[src/rtl/hid_keyboard_report_engine_unit_assert.svh]
// assertion macros for the hid keyboard report engine
`ifndef HID_KEYBOARD_REPORT_ENGINE_UNIT_ASSERT_SVH
`define HID_KEYBOARD_REPORT_ENGINE_UNIT_ASSERT_SVH
`ifndef SYNTHESIS
`define HKR_ASSERT(name, clk, rst_n, prop) \
  name: assert property (@(posedge clk) disable iff (!rst_n) (prop)) \
    else $error("hkr assertion failed");
`define HKR_NEVER(name, clk, rst_n, prop) \
  name: assert property (@(posedge clk) disable iff (!rst_n) !(prop)) \
    else $error("hkr forbidden condition seen");
`else
`define HKR_ASSERT(name, clk, rst_n, prop)
`define HKR_NEVER(name, clk, rst_n, prop)
`endif
`endif

[src/rtl/hkr_pkg.sv]
// shared types and constants of the hid keyboard report engine
package hkr_pkg;

  localparam int KEY_SLOTS    = 16;
  localparam int REPORT_BYTES = 8;
  localparam int REPORT_HDR   = 3;
  localparam int OUT_SLOTS    = 5;
  localparam int IDX_W        = (KEY_SLOTS > 1) ? $clog2(KEY_SLOTS) : 1;
  localparam int CNT_W        = $clog2(KEY_SLOTS + 1);
  localparam int QUEUE_DEPTH  = 2;
  localparam int QPTR_W       = (QUEUE_DEPTH > 1) ? $clog2(QUEUE_DEPTH) : 1;
  localparam int QCNT_W       = $clog2(QUEUE_DEPTH + 1);
  localparam logic [7:0] SHIFT_BIT = 8'd1;

  typedef enum logic [1:0] {
    CMD_KEY   = 2'd0,
    CMD_MOD   = 2'd1,
    CMD_MEDIA = 2'd2,
    CMD_TYPE  = 2'd3
  } cmd_kind_e;

  typedef struct packed {
    cmd_kind_e  kind;
    logic [7:0] code;
    logic       set;
    logic       shift;
  } cmd_t;

  typedef struct packed {
    logic full;
    logic empty;
  } q_status_t;

endpackage

[src/rtl/hid_keyboard_report_engine_unit.sv]
// top level of the hid keyboard report engine
// Usage: drive operation_i, key_index_i, pressed_i and text_char_i with start high;
// the item is taken at the rising edge where start is high and busy is low.
// Each keyboard report appears for exactly one cycle with result_strobe_o high;
// last_o marks the final report of an item, key_dropped_o a press into a full store.
// Key press or release: one report, after the sorted-store scan walks the held
// codes below the target (0 to 16), one per cycle. Modifier or media bit: one
// report. Typed character: two reports, or four with shift, each key step
// passing through the scan, insert or erase and report stages.
// An unmapped character is accepted and produces no report.
// A two-entry command queue takes up to two items ahead of the back end;
// busy is high while the queue is full. Sustained rate is set by the back end
// scan: a new item leaves the queue only once the back end is idle again.
// Reset clears masks, key count, queue and sequencer; store contents are
// not cleared. The receiver cannot stall: results are never held back.
module hid_keyboard_report_engine_unit (
  input  logic       clk_i,
  input  logic       rst_ni,
  input  logic       start,
  output logic       busy,
  input  logic [1:0] operation_i,
  input  logic [7:0] key_index_i,
  input  logic       pressed_i,
  input  logic [7:0] text_char_i,
  output logic       result_strobe_o,
  output logic [7:0] modifiers_o,
  output logic [7:0] key_slot_0_o,
  output logic [7:0] key_slot_1_o,
  output logic [7:0] key_slot_2_o,
  output logic [7:0] key_slot_3_o,
  output logic [7:0] key_slot_4_o,
  output logic       last_o,
  output logic       key_dropped_o
);
  import hkr_pkg::*;

  q_status_t                 q_status;
  cmd_t                      push_cmd;
  cmd_t                      head_cmd;
  logic                      push;
  logic                      pop;
  logic [OUT_SLOTS-1:0][7:0] key_slots;

  hkr_front u_front (
    .start_i     (start),
    .operation_i (operation_i),
    .key_index_i (key_index_i),
    .pressed_i   (pressed_i),
    .text_char_i (text_char_i),
    .q_status_i  (q_status),
    .busy_o      (busy),
    .push_o      (push),
    .cmd_o       (push_cmd)
  );

  hkr_queue u_queue (
    .clk_i    (clk_i),
    .rst_ni   (rst_ni),
    .push_i   (push),
    .cmd_i    (push_cmd),
    .pop_i    (pop),
    .cmd_o    (head_cmd),
    .status_o (q_status)
  );

  hkr_back u_back (
    .clk_i         (clk_i),
    .rst_ni        (rst_ni),
    .cmd_i         (head_cmd),
    .q_status_i    (q_status),
    .pop_o         (pop),
    .strobe_o      (result_strobe_o),
    .modifiers_o   (modifiers_o),
    .key_slots_o   (key_slots),
    .last_o        (last_o),
    .key_dropped_o (key_dropped_o)
  );

  assign key_slot_0_o = key_slots[0];
  assign key_slot_1_o = key_slots[1];
  assign key_slot_2_o = key_slots[2];
  assign key_slot_3_o = key_slots[3];
  assign key_slot_4_o = key_slots[4];

endmodule

[src/rtl/hkr_front.sv]
// front end: accepts items and classifies them into commands
module hkr_front (
  input  logic             start_i,
  input  logic [1:0]       operation_i,
  input  logic [7:0]       key_index_i,
  input  logic             pressed_i,
  input  logic [7:0]       text_char_i,
  input  hkr_pkg::q_status_t q_status_i,
  output logic             busy_o,
  output logic             push_o,
  output hkr_pkg::cmd_t    cmd_o
);
  import hkr_pkg::*;

  typedef enum logic [1:0] {
    OP_KEY   = 2'd0,
    OP_MOD   = 2'd1,
    OP_MEDIA = 2'd2,
    OP_TYPE  = 2'd3
  } op_e;

  localparam logic [7:0] ASCII_SPACE   = 8'd32;
  localparam logic [7:0] ASCII_ZERO    = 8'd48;
  localparam logic [7:0] ASCII_ONE     = 8'd49;
  localparam logic [7:0] ASCII_NINE    = 8'd57;
  localparam logic [7:0] ASCII_UPPER_A = 8'd65;
  localparam logic [7:0] ASCII_UPPER_Z = 8'd90;
  localparam logic [7:0] ASCII_LOWER_A = 8'd97;
  localparam logic [7:0] ASCII_LOWER_Z = 8'd122;
  localparam logic [7:0] HID_ZERO      = 8'd39;
  localparam logic [7:0] HID_SPACE     = 8'd44;
  localparam logic [7:0] HID_NONE      = 8'd0;
  localparam logic [7:0] DIGIT_OFFSET  = 8'd19;
  localparam logic [7:0] UPPER_OFFSET  = 8'd61;
  localparam logic [7:0] LOWER_OFFSET  = 8'd93;

  function automatic logic [7:0] char_to_hid(input logic [7:0] c);
    logic [7:0] code;
    priority if (c == ASCII_ZERO) begin
      code = HID_ZERO;
    end else if (c == ASCII_SPACE) begin
      code = HID_SPACE;
    end else if (c >= ASCII_ONE && c <= ASCII_NINE) begin
      code = c - DIGIT_OFFSET;
    end else if (c >= ASCII_UPPER_A && c <= ASCII_UPPER_Z) begin
      code = c - UPPER_OFFSET;
    end else if (c >= ASCII_LOWER_A && c <= ASCII_LOWER_Z) begin
      code = c - LOWER_OFFSET;
    end else begin
      code = HID_NONE;
    end
    return code;
  endfunction

  logic [7:0] usage_code;
  logic       keep;

  assign usage_code = char_to_hid(text_char_i);

  always_comb begin
    cmd_o.code  = key_index_i;
    cmd_o.set   = pressed_i;
    cmd_o.shift = 1'b0;
    keep        = 1'b1;
    unique case (op_e'(operation_i))
      OP_KEY:   cmd_o.kind = CMD_KEY;
      OP_MOD:   cmd_o.kind = CMD_MOD;
      OP_MEDIA: cmd_o.kind = CMD_MEDIA;
      OP_TYPE: begin
        cmd_o.kind  = CMD_TYPE;
        cmd_o.code  = usage_code;
        cmd_o.set   = 1'b1;
        cmd_o.shift = (text_char_i >= ASCII_UPPER_A) && (text_char_i <= ASCII_UPPER_Z);
        // unmapped characters give no results at all
        keep        = (usage_code != HID_NONE);
      end
      default:  cmd_o.kind = CMD_KEY;
    endcase
  end

  assign busy_o = q_status_i.full;
  assign push_o = start_i && !q_status_i.full && keep;

endmodule

[src/rtl/hkr_queue.sv]
// command queue between front end and back end
module hkr_queue (
  input  logic               clk_i,
  input  logic               rst_ni,
  input  logic               push_i,
  input  hkr_pkg::cmd_t      cmd_i,
  input  logic               pop_i,
  output hkr_pkg::cmd_t      cmd_o,
  output hkr_pkg::q_status_t status_o
);
  import hkr_pkg::*;

  cmd_t              mem_q [QUEUE_DEPTH];
  logic [QPTR_W-1:0] wr_q;
  logic [QPTR_W-1:0] rd_q;
  logic [QCNT_W-1:0] cnt_q;

  function automatic logic [QPTR_W-1:0] ptr_next(input logic [QPTR_W-1:0] p);
    return (p == QPTR_W'(QUEUE_DEPTH - 1)) ? '0 : p + 1'b1;
  endfunction

  assign status_o.full  = (cnt_q == QCNT_W'(QUEUE_DEPTH));
  assign status_o.empty = (cnt_q == '0);
  assign cmd_o          = mem_q[rd_q];

  always_ff @(posedge clk_i) begin
    if (push_i) begin
      mem_q[wr_q] <= cmd_i;
    end
  end

  always_ff @(posedge clk_i or negedge rst_ni) begin
    if (!rst_ni) begin
      wr_q  <= '0;
      rd_q  <= '0;
      cnt_q <= '0;
    end else begin
      if (push_i) begin
        wr_q <= ptr_next(wr_q);
      end
      if (pop_i) begin
        rd_q <= ptr_next(rd_q);
      end
      if (push_i && !pop_i) begin
        cnt_q <= cnt_q + 1'b1;
      end else if (pop_i && !push_i) begin
        cnt_q <= cnt_q - 1'b1;
      end
    end
  end

endmodule

[src/rtl/hkr_back.sv]
// back end: key store, modifier and media masks, report sequencing
`include "hid_keyboard_report_engine_unit_assert.svh"
module hkr_back (
  input  logic                                  clk_i,
  input  logic                                  rst_ni,
  input  hkr_pkg::cmd_t                         cmd_i,
  input  hkr_pkg::q_status_t                    q_status_i,
  output logic                                  pop_o,
  output logic                                  strobe_o,
  output logic [7:0]                            modifiers_o,
  output logic [hkr_pkg::OUT_SLOTS-1:0][7:0]    key_slots_o,
  output logic                                  last_o,
  output logic                                  key_dropped_o
);
  import hkr_pkg::*;

  typedef enum logic [2:0] {
    S_IDLE,
    S_SCAN,
    S_APPLY,
    S_SHIFT_OFF,
    S_EMIT
  } state_e;

  state_e                    state_q;
  state_e                    after_q;
  cmd_t                      cmd_q;
  logic                      press_q;
  logic                      typing_q;
  logic [15:0]               mod_q;
  logic [15:0]               media_q;
  logic [CNT_W-1:0]          count_q;
  logic [CNT_W-1:0]          count_d;
  logic [CNT_W-1:0]          idx_q;
  logic [CNT_W-1:0]          pos_q;
  logic                      found_q;
  logic                      last_q;
  logic                      drop_q;
  logic                      strobe_q;
  logic [7:0]                out_mod_q;
  logic [OUT_SLOTS-1:0][7:0] out_slot_q;
  logic                      out_last_q;
  logic                      out_drop_q;
  logic [7:0]                store_q [KEY_SLOTS];
  logic [7:0]                store_d [KEY_SLOTS];
  logic [7:0]                scan_entry;
  logic                      scan_end;
  logic                      apply_drop;
  logic [OUT_SLOTS-1:0][7:0] slot_val;

  function automatic logic [15:0] set_bit(input logic [15:0] mask, input logic [7:0] idx,
                                          input logic val);
    logic [15:0] m;
    m = mask;
    if (idx[7:4] == 4'd0) begin
      m[idx[3:0]] = val;
    end
    return m;
  endfunction

  assign scan_entry = store_q[idx_q[IDX_W-1:0]];
  assign scan_end   = (idx_q >= count_q);
  assign pop_o      = (state_q == S_IDLE) && !q_status_i.empty;

  // sorted insert or erase, all entries past the position shifted together
  always_comb begin
    store_d    = store_q;
    count_d    = count_q;
    apply_drop = 1'b0;
    if (state_q == S_APPLY) begin
      if (press_q) begin
        if (!found_q) begin
          if (count_q == CNT_W'(KEY_SLOTS)) begin
            apply_drop = 1'b1;
          end else begin
            for (int j = 1; j < KEY_SLOTS; j++) begin
              if (CNT_W'(j) > pos_q && CNT_W'(j) <= count_q) begin
                store_d[j] = store_q[j-1];
              end
            end
            store_d[pos_q[IDX_W-1:0]] = cmd_q.code;
            count_d = count_q + 1'b1;
          end
        end
      end else if (found_q) begin
        for (int j = 0; j < KEY_SLOTS - 1; j++) begin
          if (CNT_W'(j) >= pos_q && CNT_W'(j + 1) < count_q) begin
            store_d[j] = store_q[j+1];
          end
        end
        count_d = count_q - 1'b1;
      end
    end
  end

  always_comb begin
    for (int j = 0; j < OUT_SLOTS; j++) begin
      if (j < KEY_SLOTS && j + REPORT_HDR < REPORT_BYTES && CNT_W'(j) < count_q) begin
        slot_val[j] = store_q[IDX_W'(j)];
      end else begin
        slot_val[j] = 8'd0;
      end
    end
  end

  always_ff @(posedge clk_i) begin
    store_q <= store_d;
  end

  always_ff @(posedge clk_i or negedge rst_ni) begin
    if (!rst_ni) begin
      state_q    <= S_IDLE;
      after_q    <= S_IDLE;
      cmd_q      <= '0;
      press_q    <= 1'b0;
      typing_q   <= 1'b0;
      mod_q      <= '0;
      media_q    <= '0;
      count_q    <= '0;
      idx_q      <= '0;
      pos_q      <= '0;
      found_q    <= 1'b0;
      last_q     <= 1'b0;
      drop_q     <= 1'b0;
      strobe_q   <= 1'b0;
      out_mod_q  <= '0;
      out_slot_q <= '0;
      out_last_q <= 1'b0;
      out_drop_q <= 1'b0;
    end else begin
      strobe_q <= 1'b0;
      count_q  <= count_d;
      unique case (state_q)
        S_IDLE: begin
          if (!q_status_i.empty) begin
            cmd_q   <= cmd_i;
            idx_q   <= '0;
            drop_q  <= 1'b0;
            last_q  <= 1'b1;
            after_q <= S_IDLE;
            unique case (cmd_i.kind)
              CMD_KEY: begin
                press_q  <= cmd_i.set;
                typing_q <= 1'b0;
                state_q  <= S_SCAN;
              end
              CMD_MOD: begin
                mod_q   <= set_bit(mod_q, cmd_i.code, cmd_i.set);
                state_q <= S_EMIT;
              end
              CMD_MEDIA: begin
                media_q <= set_bit(media_q, cmd_i.code, cmd_i.set);
                state_q <= S_EMIT;
              end
              CMD_TYPE: begin
                press_q  <= 1'b1;
                typing_q <= 1'b1;
                if (cmd_i.shift) begin
                  mod_q   <= set_bit(mod_q, SHIFT_BIT, 1'b1);
                  last_q  <= 1'b0;
                  after_q <= S_SCAN;
                  state_q <= S_EMIT;
                end else begin
                  state_q <= S_SCAN;
                end
              end
              default: state_q <= S_IDLE;
            endcase
          end
        end
        S_SCAN: begin
          if (scan_end || scan_entry >= cmd_q.code) begin
            pos_q   <= idx_q;
            found_q <= !scan_end && (scan_entry == cmd_q.code);
            state_q <= S_APPLY;
          end else begin
            idx_q <= idx_q + 1'b1;
          end
        end
        S_APPLY: begin
          drop_q  <= apply_drop;
          idx_q   <= '0;
          state_q <= S_EMIT;
          if (typing_q && press_q) begin
            last_q  <= 1'b0;
            press_q <= 1'b0;
            after_q <= S_SCAN;
          end else if (typing_q && cmd_q.shift) begin
            last_q  <= 1'b0;
            after_q <= S_SHIFT_OFF;
          end else begin
            last_q  <= 1'b1;
            after_q <= S_IDLE;
          end
        end
        S_SHIFT_OFF: begin
          mod_q   <= set_bit(mod_q, SHIFT_BIT, 1'b0);
          drop_q  <= 1'b0;
          last_q  <= 1'b1;
          after_q <= S_IDLE;
          state_q <= S_EMIT;
        end
        S_EMIT: begin
          strobe_q   <= 1'b1;
          out_mod_q  <= mod_q[7:0];
          out_slot_q <= slot_val;
          out_last_q <= last_q;
          out_drop_q <= drop_q;
          state_q    <= after_q;
        end
        default: state_q <= S_IDLE;
      endcase
    end
  end

  assign strobe_o      = strobe_q;
  assign modifiers_o   = out_mod_q;
  assign key_slots_o   = out_slot_q;
  assign last_o        = out_last_q;
  assign key_dropped_o = out_drop_q;

  `HKR_ASSERT(a_count_max, clk_i, rst_ni, count_q <= CNT_W'(KEY_SLOTS))
  `HKR_ASSERT(a_strobe_single, clk_i, rst_ni, strobe_q |=> !strobe_q)
  `HKR_ASSERT(a_drop_full, clk_i, rst_ni, (strobe_q && out_drop_q) |-> count_q == CNT_W'(KEY_SLOTS))
  `HKR_ASSERT(a_count_hold, clk_i, rst_ni, (state_q != S_APPLY) |=> $stable(count_q))
  `HKR_NEVER(a_pop_busy, clk_i, rst_ni, pop_o && state_q != S_IDLE)

endmodule

[config.mk]
export PLATFORM = sky130hd
export DESIGN_NAME = hid_keyboard_report_engine_unit
export DESIGN_NICKNAME = d
export VERILOG_FILES = /design/src/rtl/hkr_pkg.sv /design/src/rtl/hid_keyboard_report_engine_unit.sv /design/src/rtl/hkr_front.sv /design/src/rtl/hkr_queue.sv /design/src/rtl/hkr_back.sv
export VERILOG_INCLUDE_DIRS = /design/src /design/src/rtl
export SDC_FILE = /design/constraint.sdc
export NUM_CORES = 1
export LEC_CHECK = 0
export BUFFER_PORTS_ARGS = -buffer_cell sky130_fd_sc_hd__buf_2
export CORE_MARGIN = 2
export CORE_UTILIZATION = 45
export DETAILED_ROUTE_END_ITERATION = 8
export GPL_ROUTABILITY_DRIVEN = 1
export PLACE_DENSITY = 0.67
export RECOVER_POWER = 100
export SETUP_SLACK_MARGIN = 0.5
export SYNTH_ARGS = -nofsm -noshare
export SYNTH_HDL_FRONTEND = slang
export SYNTH_SLANG_ARGS = --single-unit
[constraint.sdc]
create_clock -name clk_i -period 10.3 [get_ports clk_i]
set_clock_uncertainty 0.2 [all_clocks]
set_input_delay 0 -clock clk_i [delete_from_list [all_inputs] [get_ports clk_i]]
set_output_delay 0 -clock clk_i [all_outputs]
set_load 0.03 [all_outputs]
# Word level (Yosys, flattened, before mapping)
# Memory sizes are Yosys's and may differ from the RTL's.
# Cells that the tools add are included.
# totals
reg_bits	234
n_memories	1
ramBits	24
output_inout_bits	52
word_cells	426
in_bits	22
# memory_table
memory	words	word_bits	read_ports	rd_ports_with_merged_regs	wr	line	rtl
u_queue.mem_q	2	12	1	0	1	hkr_queue.sv:13	cmd_t mem_q [QUEUE_DEPTH];
# op_classes
addsub	10
magnitude_cmp	74
bitwise_logic	7
muxes	162
eq_ne	25
reduce_logical	105
# ops
op	count
$mux W8	103
$mux W128	2
$mux W120	2
$bwmux W128	1
$reduce_and A5 Y1	16
$pmux W16 S2	2
$logic_and A1 B1 Y1	43
$gt A4 B5 Y1 const A	8
$le A4 B5 Y1 const A	8
$lt A4 B5 Y1 const A	8
$reduce_bool A2 Y1	20
$ge A4 B5 Y1 const A	7
$bmux W8 S4	1
$demux W8 S4	1
$mux W16	2
$mux W5	6
$ge A3 B5 Y1 const A	4
$gt A3 B5 Y1 const A	4
$le A3 B5 Y1 const A	4
$lt A3 B5 Y1 const A	4
$mux W1	19
$mux W3	6
$pmux W3 S3	2
$bwmux W16	1
other kinds (60)	109

# Longest topological paths before layout
# Gate-level depths: netlist (run 1).
# logic_depth
ltp_word	14
ltp_mapped	13
ltp_nobuf	11

# Cells and area by module
# A second synthesis (run 1) with hierarchy kept.
# hier_totals
hier_cells	1237
hier_area_um2	14279.9
# by_module_without_submodules
mod	n_inst	cells_each	seq_area_each_um2	area_per_inst_um2
hkr_back	1	1094	6170.9	12577.1
hkr_queue	1	53	820.8	1087.3
hkr_front	1	90	0.0	615.6

# Worst setup path before layout (run 1)
# No wires, ideal clock.
# synth_timing
path_kind	register -> register
startpoint	register u_back.idx_q[0]
endpoint	register u_back.idx_q[3]
arrival_ns	3.837
setup_slack_ns	6.186
synth_period_minus_slack_ns	4.114
n_path_buf	2
required_ns	10.023
setup_ns	0.077
path_stages_with_launch	11
cell_sequence	dfrtp_1 > clkbuf_1 > buf_2 > mux4_2 > mux4_2 > ha_1 > a21o_1 > a211o_1 > a221o_1 > or4_1 > a21oi_1
# synth_via
elab_chain_cells	8
elab_cells_between_ends	12
cone_classes	add/sub (1); order compare (2); eq/ne (1); mux (5); bitwise (1); reduce/logical (2)
# synth_lines
item	line	rtl
start, declared	hkr_back.sv:34	logic [CNT_W-1:0] idx_q;
start signal, assigned	hkr_back.sv:177	idx_q <= idx_q + 1'b1;
$not A4 Y5 (not written as such)	hkr_back.sv:61	assign scan_entry = store_q[idx_q[IDX_W-1:0]];
$bmux W8 S4	hkr_back.sv:61	
$mux W8 (not written as such) (2 in a row)	hkr_back.sv:61	
$ge A8 B8 Y1	hkr_back.sv:172	if (scan_end || scan_entry >= cmd_q.code) begin
$logic_or A1 B1 Y1	hkr_back.sv:172	
$ne A2 B2 Y1 (no source line)	--	
$reduce_and A3 Y1 (no source line)	--	
# Several ways; a longest one is shown, not always the timed one. The select of a mux whose other input is x is not followed.
# A chain may end at the register's enable or synchronous reset.

# Final worst setup path (run 1)
# layout_timing
startpoint	register u_back.press_q
endpoint	register u_back.store_q[53] in the netlist's numbering, enable pin
# layout_via
elab_chain_cells	2
elab_cells_between_ends	4
cone_classes	eq/ne (1); reduce/logical (3)
# layout_lines
item	line	rtl
start, declared	hkr_back.sv:28	logic press_q;
start signal, assigned	hkr_back.sv:143	press_q <= cmd_i.set;
$ne A2 B2 Y1 (no source line) / $reduce_bool A2 Y1 (equally long branches)	--	
$reduce_and A5 Y1 (no source line) (*)	--	
end signal, assigned	hkr_back.sv:107	store_q <= store_d;
end, declared	hkr_back.sv:44	logic [7:0] store_q [KEY_SLOTS];
# Mark *: on every way between the ends. The rest lies on a longest branch, timed or not.

==> results of run 1 <==
[critical path, cell delays in order (launching register included)]
cell and delay, ps:
dfrtp_1 690, clkinvlp_2 1200, clkbuf_1 2660, o21ai_0 530, o31ai_1 280, nor2_1 260
[report_power, final]
part | internal, mW | switching, mW
clock | 0.588 | 0.402
combinational | 0.645 | 1.26
sequential | 1.31 | 0.190
total | 2.54 | 1.85
[kinds of logic (layout without fill, tap and decap cells)]
logic type / Yosys count / after routing / share of synthesized area [%]
flops: 249 / 249 / 50.6
simple gates: 312 / 312 / 10.6
fa+ha+maj: 30 / 30 / 2.72
mux: 70 / 70 / 8.78
compound gates: 415 / 415 / 22.5
buf+inv: 136 / 208 / 3.85
xor+xnor: 15 / 15 / 0.951
[synthesized netlist by cell type, drive strengths merged (13+ instances only)]
master | n | area (µm²)
nor3 | 42 | 210
inv | 33 | 124
buf | 21 | 100
mux4 | 40 | 901
nand2 | 111 | 417
dfrtp | 97 | 2430
a21oi | 53 | 269
a31oi | 13 | 81.3
nand2b | 13 | 81.3
a22o | 41 | 359
nor2 | 62 | 233
nand3 | 26 | 130
ha | 30 | 375
a22oi | 90 | 676
o2bb2ai | 112 | 981
clkbuf | 80 | 300
edfxtp | 152 | 4560
mux2i | 21 | 210
o21ai | 47 | 235
[metal layers]
layer / wire, µm / vias up / GRT usage [%]
met1: 16300 / 5344 / 33.9
met5: 0 / - / 0
met2: 18600 / 626 / 41.1
li1: - / 4890 / -
met3: 3450 / 140 / 3.16
met4: 1830 / 0 / 10.6
[sequential cells by signal, summed over array words and instances (netlist names), 2 cells and up]
name                cells
u_queue.cnt_q           2
u_back.key_slots_o     40
u_back.store_q        128
u_back.mod_q            8
u_back.pos_q            5
u_back.count_q          5
u_back.cmd_q            9
u_back.idx_q            5
u_queue.mem_q          24
u_back.after_q          2
u_back.state_q          3
u_back.modifiers_o      8
[worst max-delay path by stage]
| stage | start | end | slack (ps) | cells past startpoint |
|---|---|---|---|---|
| 3_3_place_gp | u_back.idx_q[0] | u_back.pos_q[1] | 5840 | 11 |
| 4_1_cts | u_back.idx_q[0] | u_back.pos_q[4] | 5750 | 11 |
| 6_report | u_back.press_q | u_back.store_q[53] | 4090 | 5 |
| 3_5_place_dp | u_back.idx_q[0] | u_back.found_q | 5770 | 11 |
| 5_1_grt | u_back.press_q | u_back.store_q[62] | 3700 | 6 |
| 2_1_floorplan | u_back.idx_q[0] | u_back.idx_q[3] | 6190 | 10 |
[area by class of cell]
type,count,share of cell area (%)
Clock inverter,7,0.275
Inverter,35,0.857
Tap cell,396,3.20
Timing Repair Buffer,121,4.34
Sequential cell,249,45.2
Clock buffer,45,5.73
Multi-Input combinational cell,842,40.4
[through the flow]
| step | cells | power [mW] |
|---|---|---|
| finish | 1695 | 4.39 |
| global route | 1695 | 4.64 |
| CTS | 1695 | 4.39 |
| detailed placement | 1619 | 3.39 |
| global placement | 1619 | 3.36 |
| floorplan | 1227 | 2.85 |
==> run metrics, run 1 <==
crit start category flop; commonest non-fill, non-tap cell in the layout edfxtp_1; TritonCTS clock tree yes; post_cts resized 0; Post-synth ARST share approximately 40%; register area 6990 µm²; share of cells above drive strength 1 about a tenth; Yosys cell types slightly below 70; final period utilization 60.3%; Clock Tree Root clkbuf_16; fillcell total 2,735; Die Wd 179 µm; r2r setup slk 4090 ps; post-DP HPWL 28.2 mm; number of flops mapped to enable cells by yosys 152; Via Count 11,000; chip height 179 µm; Hold WS between 30 and 40 ps; hold-fix buffers at CTS 24; area occupied by multi-input gates 6250 µm²; via/cell ratio 6.49; hold depth 5; TritonCTS Buffers 28; Reg-to-Reg End u_back.store_q[53]; Yosys reg bits 249; FF-to-FF path depth 5; Post-Place Setup Slack around 5800 ps; RSZ-0062 raised after global routing false; vias in the first global route ~11,000; PwrDens 284 nW/µm²; setup bufs post-CTS 0; DP Area 14,500 µm²; Top FF cell, synth edfxtp_1; antenna violations before repair 0; Hold Crit Start text_char_i[7]; first-pass GRT wire length about 63 mm; Final Max Slew Viols roughly 380; failing checks max-capacitance violations, max-slew violations; Reg clk slew, reported paths roughly 60 ps; antenna cells 0; Std-Cell Rows between 60 and 70; first drt pass iteration count 7; WL/cell 23.7 µm; 1st-iter DRT viols 1,339; most frequent cells in the layout edfxtp_1, o2bb2ai_1, nand2_1; Cell Area, Synth 13,800 µm²; # DRC 0; sequential element share of the synthesized area 50.6%; fin area about 15,000 µm²; Post-Syn Nets roughly 1,300; routability congestion estimate 0.945; leakage power 5.69 nW; ANT nets after route 0; Remaining Overflow, GRT 0; fin util 50.8%; peak supply drop 0.000153 V; # clock sinks about 250; Worst EP required roughly 10,000 ps; MaxCap Viol Count 7; I/O pins 74; Total Wirelength roughly 40 mm; H-tree level count 1; Synth Warn # 0; Final min period approximately 6200 ps; maximum number of pins on one net before global-route repair 81; Final Hold Viols 0; crit path kind reg2reg; net count reported at finish between 1,000 and 1,500; Final WS setup 4090 ps; Clock Tree Buf Depth 3; Starting Density 45.4%; Hold Path Sink u_queue.mem_q[0][7]; Tightest Hold Check Type in2reg; synthesized instance count 1,227; Fmax ~160 MHz; worst rel slew slack -148%; P&R area growth vs syn 12.0%; die area 32,100 µm²; worst-path maximum fanout 80; status complete, but fails checks; Setup Viol. Count Final 0; worst reg2reg path startpoint u_back.press_q; Critical Path AT 6200 ps; Least-Margin Pin Slew 3720 ps; worst-skew pair later-pin latency 540 ps; setup TNS 0 ps; Buffers on Ports 73; syn avg cell area 11.3 µm²; Critical Path End Type flop; core area ~30,000 µm²; GRT Util Overall 25.2%
(Power assumes the default switching activity.)
==> inputs of run 2 (changes only) <==
Settings changed: PLACE_DENSITY 0.67 to 0.69.
Clock period 10.3 ns to 5.4 ns, I/O delays scaled along.
==> run 2 against run 1 <==
Effect of this change: largest cell class unchanged; combinational power increased by 90%; final cell count increased by 0.53%; clock power increased by 90%; highest routed layer unchanged; final area increased by 0.27%; the flow still finishes with violations (max-capacitance violations, max-slew violations); sequential share of layout area decreased by 0.11 points; die area unchanged; critical endpoint is now u_back.store_q[94]; worst hold slack improved by 16 ps; largest power group unchanged.
==> run metrics, run 2 (synthesis results as in run 1) <==
status complete, but fails checks; failing checks max-capacitance violations, max-slew violations; met2 routed WL between 15 and 20 mm; maximum number of pins on one net before global-route repair 65; H-tree level count 1; Final Max Slew Viols 201; # clock sinks 249; Critical Path AT roughly 4800 ps; WL/cell ~24 µm; Largest register FFs approximately 130; crit path kind reg2reg; RSZ-0062 raised after global routing false; via/cell ratio 6.55; vias in the first global route 10,900; Top Layer Used met4; antenna cells 0; Clock power frac between 20% and 30%; Fmax between 200 and 250 MHz; worst-path maximum fanout 64; Reg clk slew, reported paths 60 ps; first-pass GRT wire length approximately 64 mm; Critical Path End Type flop; most frequent cells in the layout edfxtp_1, o2bb2ai_1, nand2_1; Die Wd 179 µm; chip height 179 µm; 1st-iter DRT viols 1,236; Final min period 4700 ps; first drt pass iteration count 6; crit start category flop; peak supply drop 0.000256 V; Final Hold Viols 0; commonest non-fill, non-tap cell in the layout edfxtp_1; Std-Cell Rows 64; Least-Margin Pin Slew 3370 ps; Worst EP required 5470 ps; setup bufs post-CTS 0; Starting Density ~45%; TritonCTS Buffers 28; Via Count around 11,000; P_int 4.79 mW; power share of the sequential group 34.4%; switching power 3.58 mW; Clock Tree Buf Depth 3; net count reported at finish 1,338; I/O pins 74; leakage power 5.70 nW; TritonCTS clock tree yes; Buffers on Ports 73; # DRC 0; register name with the most flops u_back.store_q; Sw Share about 43%; Metal-1 WL about 16 mm; Total Wirelength 41.1 mm; Hold WS 47.6 ps; Setup Viol. Count Final 0; GRT Util Overall 25.8%; ANT nets after route 0; worst rel slew slack -124%; MaxCap Viol Count 4; setup TNS 0 ps; Remaining Overflow, GRT 0; hold-fix buffers at CTS 23; share of cells above drive strength 1 10.8%; post_cts resized 0; fillcell total 2,697; final period utilization 87.0%; worst-skew pair later-pin latency 560 ps; Tightest Hold Check Type in2reg; power share of the combinational group 43.1%; die area between 30,000 and 40,000 µm²; core area roughly 30,000 µm²; routability congestion estimate 0.949; antenna violations before repair 0; met3 routed WL around 3.7 mm; post-DP HPWL 28.8 mm; P&R area growth vs syn 12.3%; Clock Tree Root clkbuf_16; PwrDens 539 nW/µm²
## run 2: critical path, cell delays in order (launching register included)
cell and delay, ps:
dfrtp_1 710, clkinvlp_2 240, buf_4 560, nor2_1 110, nand2_1 1270, clkbuf_1 760
nor3_1 140, nor3_1 180, buf_4 210
## run 2: area by class of cell
cell class / instances / area [µm²] / area share (%)
clock buffers: 35 / 788 / 5.08
clock inverters: 17 / 136 / 0.879
inverters: 35 / 133 / 0.855
multi-input cells: 842 / 6250 / 40.3
flip-flops and latches: 249 / 6990 / 45.1
well taps: 396 / 495 / 3.19
repair buffers: 130 / 712 / 4.59
## run 2: worst paths after layout
kind                                           to  cells past startpoint           start  slack [ps]
setup / recovery               u_back.store_q[94]                      8  u_back.press_q         700
hold reg to reg                     u_back.last_o                      2   u_back.last_q         260
hold / removal                u_queue.mem_q[1][7]                      5  text_char_i[7]          50
setup reg to reg               u_back.store_q[94]                      8  u_back.press_q         700
max in group asynchronous         u_back.idx_q[0]                      4          rst_ni        1210
min in group asynchronous  u_back.key_slots_o[12]                      4          rst_ni         990
## run 2: power by group through the flow
stage               clock network [mW]  logic [mW]  registers, mW
finish                            1.88        3.61           2.88
global route                      1.97        3.94           2.92
CTS                               1.91        3.63           2.86
detailed placement                   0        3.60           2.90
global placement                     0        3.54           2.89
floorplan                            0        2.50           2.94
## run 2: stage by stage
stage	worst slack [ps]	area, µm²	instances	total power, mW	util (%)
after floorplan	1290	13800	1227	5.44	-
after global placement	948	14500	1629	6.43	47.8
after detailed placement	860	14500	1629	6.50	47.8
after CTS	849	15700	1704	8.41	51.6
after global routing	435	15500	1704	8.84	51.0
final	704	15500	1704	8.37	51.0
## run 2: layer usage
| metal | global-route usage [%] | vias up |
|---|---|---|
| met4 | 10.7 | 0 |
| li1 | - | 4917 |
| met1 | 34.2 | 5470 |
| met5 | 0 | - |
| met2 | 42.2 | 629 |
| met3 | 4.30 | 142 |
==> inputs of run 3 (changes only) <==
Settings changed: REMOVE_ABC_BUFFERS set to 1.
==> run 3 against run 2 <==
Effect of this change: the run still ends with max-capacitance violations, max-slew violations left; first-iteration DRC count is 8.6% lower; setup slack worse by 47 ps; total power is 1.8% higher; clock-buffer cell count stayed put; final cell count is 0.41% lower; global-route usage is 1.2 points lower; maximum frequency is 0.98% lower; wire length is 3.8% lower; core utilization is 0.19 points higher; via count is 1.6% lower; largest cell class unchanged; clock power is 9.6% higher; critical path depth stayed put.
==> run metrics, run 3 (synthesis results as in run 1) <==
CP peak stage delay approximately 1500 ps; ANT nets after route 0; maximum number of pins on one net before global-route repair 73; first drt pass iteration count 7; DP Area 14,500 µm²; Clock Tree Root clkbuf_16; Critical Path End Type flop; Largest register FFs roughly 130; first-pass GRT wire length 61.3 mm; Total Wirelength 39.5 mm; vias in the first global route 10,600; register area 6990 µm²; peak supply drop 0.000261 V; # DRC 0; WL/cell 23.3 µm; P_int between 4 and 5 mW; CP top delay family simple AND/OR/NAND/NOR gates; Worst EP required 5440 ps; net count reported at finish 1,332; core area between 30,000 and 40,000 µm²; worst rel slew slack -123%; PwrDens 547 nW/µm²; CP max-delay cell nand2_1; Buffers on Ports 73; crit path kind reg2reg; setup bufs post-CTS 0; Fmax 211 MHz; Final min period 4740 ps; TritonCTS Buffers 27; Die Wd between 150 and 200 µm; area occupied by multi-input gates 6250 µm²; fin area 15,600 µm²; chip height 179 µm; Starting Density between 40% and 50%; fillcell total 2,709; Clock power frac 24.1%; Tightest Hold Check Type in2reg; failing checks max-capacitance violations, max-slew violations; Sw Share 41.6%; worst-path maximum fanout 58; Critical Path AT 4780 ps; worst-skew pair later-pin latency 540 ps; leakage power approximately 5.7 nW; setup TNS 0 ps; routability congestion estimate approximately 0.92; register name with the most flops u_back.store_q; Hold WS 43.4 ps; CP Cell Sequence inv_1, ha_1, nand3_1, nand2_1, buf_4, nor3_1, a211oi_1, buf_4; Worst path most repeated cell buf_4; RSZ-0062 raised after global routing false; I/O pins 74; post-DP HPWL 27.8 mm; power share of the combinational group 41.7%; Via Count 11,000; status complete, but fails checks; final period utilization 87.8%; GRT Util Overall 24.6%; fin util 51.2%; TritonCTS clock tree yes; Clock Tree Buf Depth 3; Final Max Slew Viols 213; Least-Margin Pin Slew 3350 ps; commonest non-fill, non-tap cell in the layout edfxtp_1; die area 32,100 µm²; Final Hold Viols 0; switching power approximately 3.5 mW; H-tree level count 1; # clock sinks 249; Setup Viol. Count Final 0; MaxCap Viol Count 4; Remaining Overflow, GRT 0; most frequent cells in the layout edfxtp_1, o2bb2ai_1, nand2_1; share of cells above drive strength 1 10.7%; Std-Cell Rows 64; CP Buf/Inv Count 3; 1st-iter DRT viols ~1,100; P&R area growth vs syn 12.7%; crit start category flop; power share of the sequential group 34.2%; via/cell ratio 6.47; Reg clk slew, reported paths 60 ps; antenna violations before repair 1
run 3: cell types whose count changed in the layout (fill, tap and decap cells not counted), moves of 2 or more:
cell	change
bufinv_16	+4
clkbuf_1	-4
clkinv_2	-3
clkinv_1	-2
buf_4	+2
run 3: area by class of cell:
cell class	count	area share (%)
clock inverters	14	1.31
repair buffers	125	4.44
clock buffers	35	5.14
well taps	396	3.18
flip-flops and latches	249	44.9
diodes	1	0.0161
multi-input cells	842	40.1
inverters	35	0.852
run 3: worst register-to-register path: cells and delay by family, from the launching register on:
family,cells,cell delay [ps]
compound gates,1,290
fa+ha+maj,1,340
simple gates,3,1850
flops,1,510
buf+inv,3,1250
run 3: layer usage:
| layer | wire length [µm] | GRT usage [%] | up-vias |
|---|---|---|---|
| met5 | 0 | 0 | - |
| li1 | - | - | 4896 |
| met3 | 3420 | 4.64 | 118 |
| met4 | 1590 | 9.64 | 0 |
| met1 | 15600 | 31.4 | 5393 |
| met2 | 18800 | 41.4 | 567 |
run 3: stage by stage:
step / power [mW] / instances / worst slack [ps]
after floorplan: 5.27 / 1126 / 304
after global placement: 6.39 / 1625 / 1000
after detailed placement: 6.47 / 1625 / 857
after CTS: 8.54 / 1696 / 834
after global routing: 9.00 / 1696 / 320
final: 8.52 / 1697 / 657
run 3: path summary, 6_finish.rpt:
check	startpoint	endpoint	slack (ps)	depth (start not counted)
hold / removal	text_char_i[7]	u_queue.mem_q[0][7]	40	5
setup reg to reg	u_back.count_q[1]	u_back.store_q[86]	660	8
hold reg to reg	u_back.key_slots_o[14]	u_back.key_slots_o[14]	260	2
max in group asynchronous	rst_ni	u_back.idx_q[0]	1240	4
setup / recovery	u_back.count_q[1]	u_back.store_q[86]	660	8
min in group asynchronous	rst_ni	u_back.key_slots_o[7]	1000	4
run 3: power by group through the flow:
stage               logic (mW)  registers, mW  clock network, mW
global route              3.89           2.96               2.15
CTS                       3.57           2.89               2.07
detailed placement        3.54           2.93                  0
global placement          3.46           2.92                  0
finish                    3.55           2.91               2.06
floorplan                 2.15           3.13                  0
run 3: timing repair:
item | in CTS | in global routing
gates resized for setup | 0 | 0
hold buffers | 22 | 0
endpoints found under the hold margin | 123 | 0
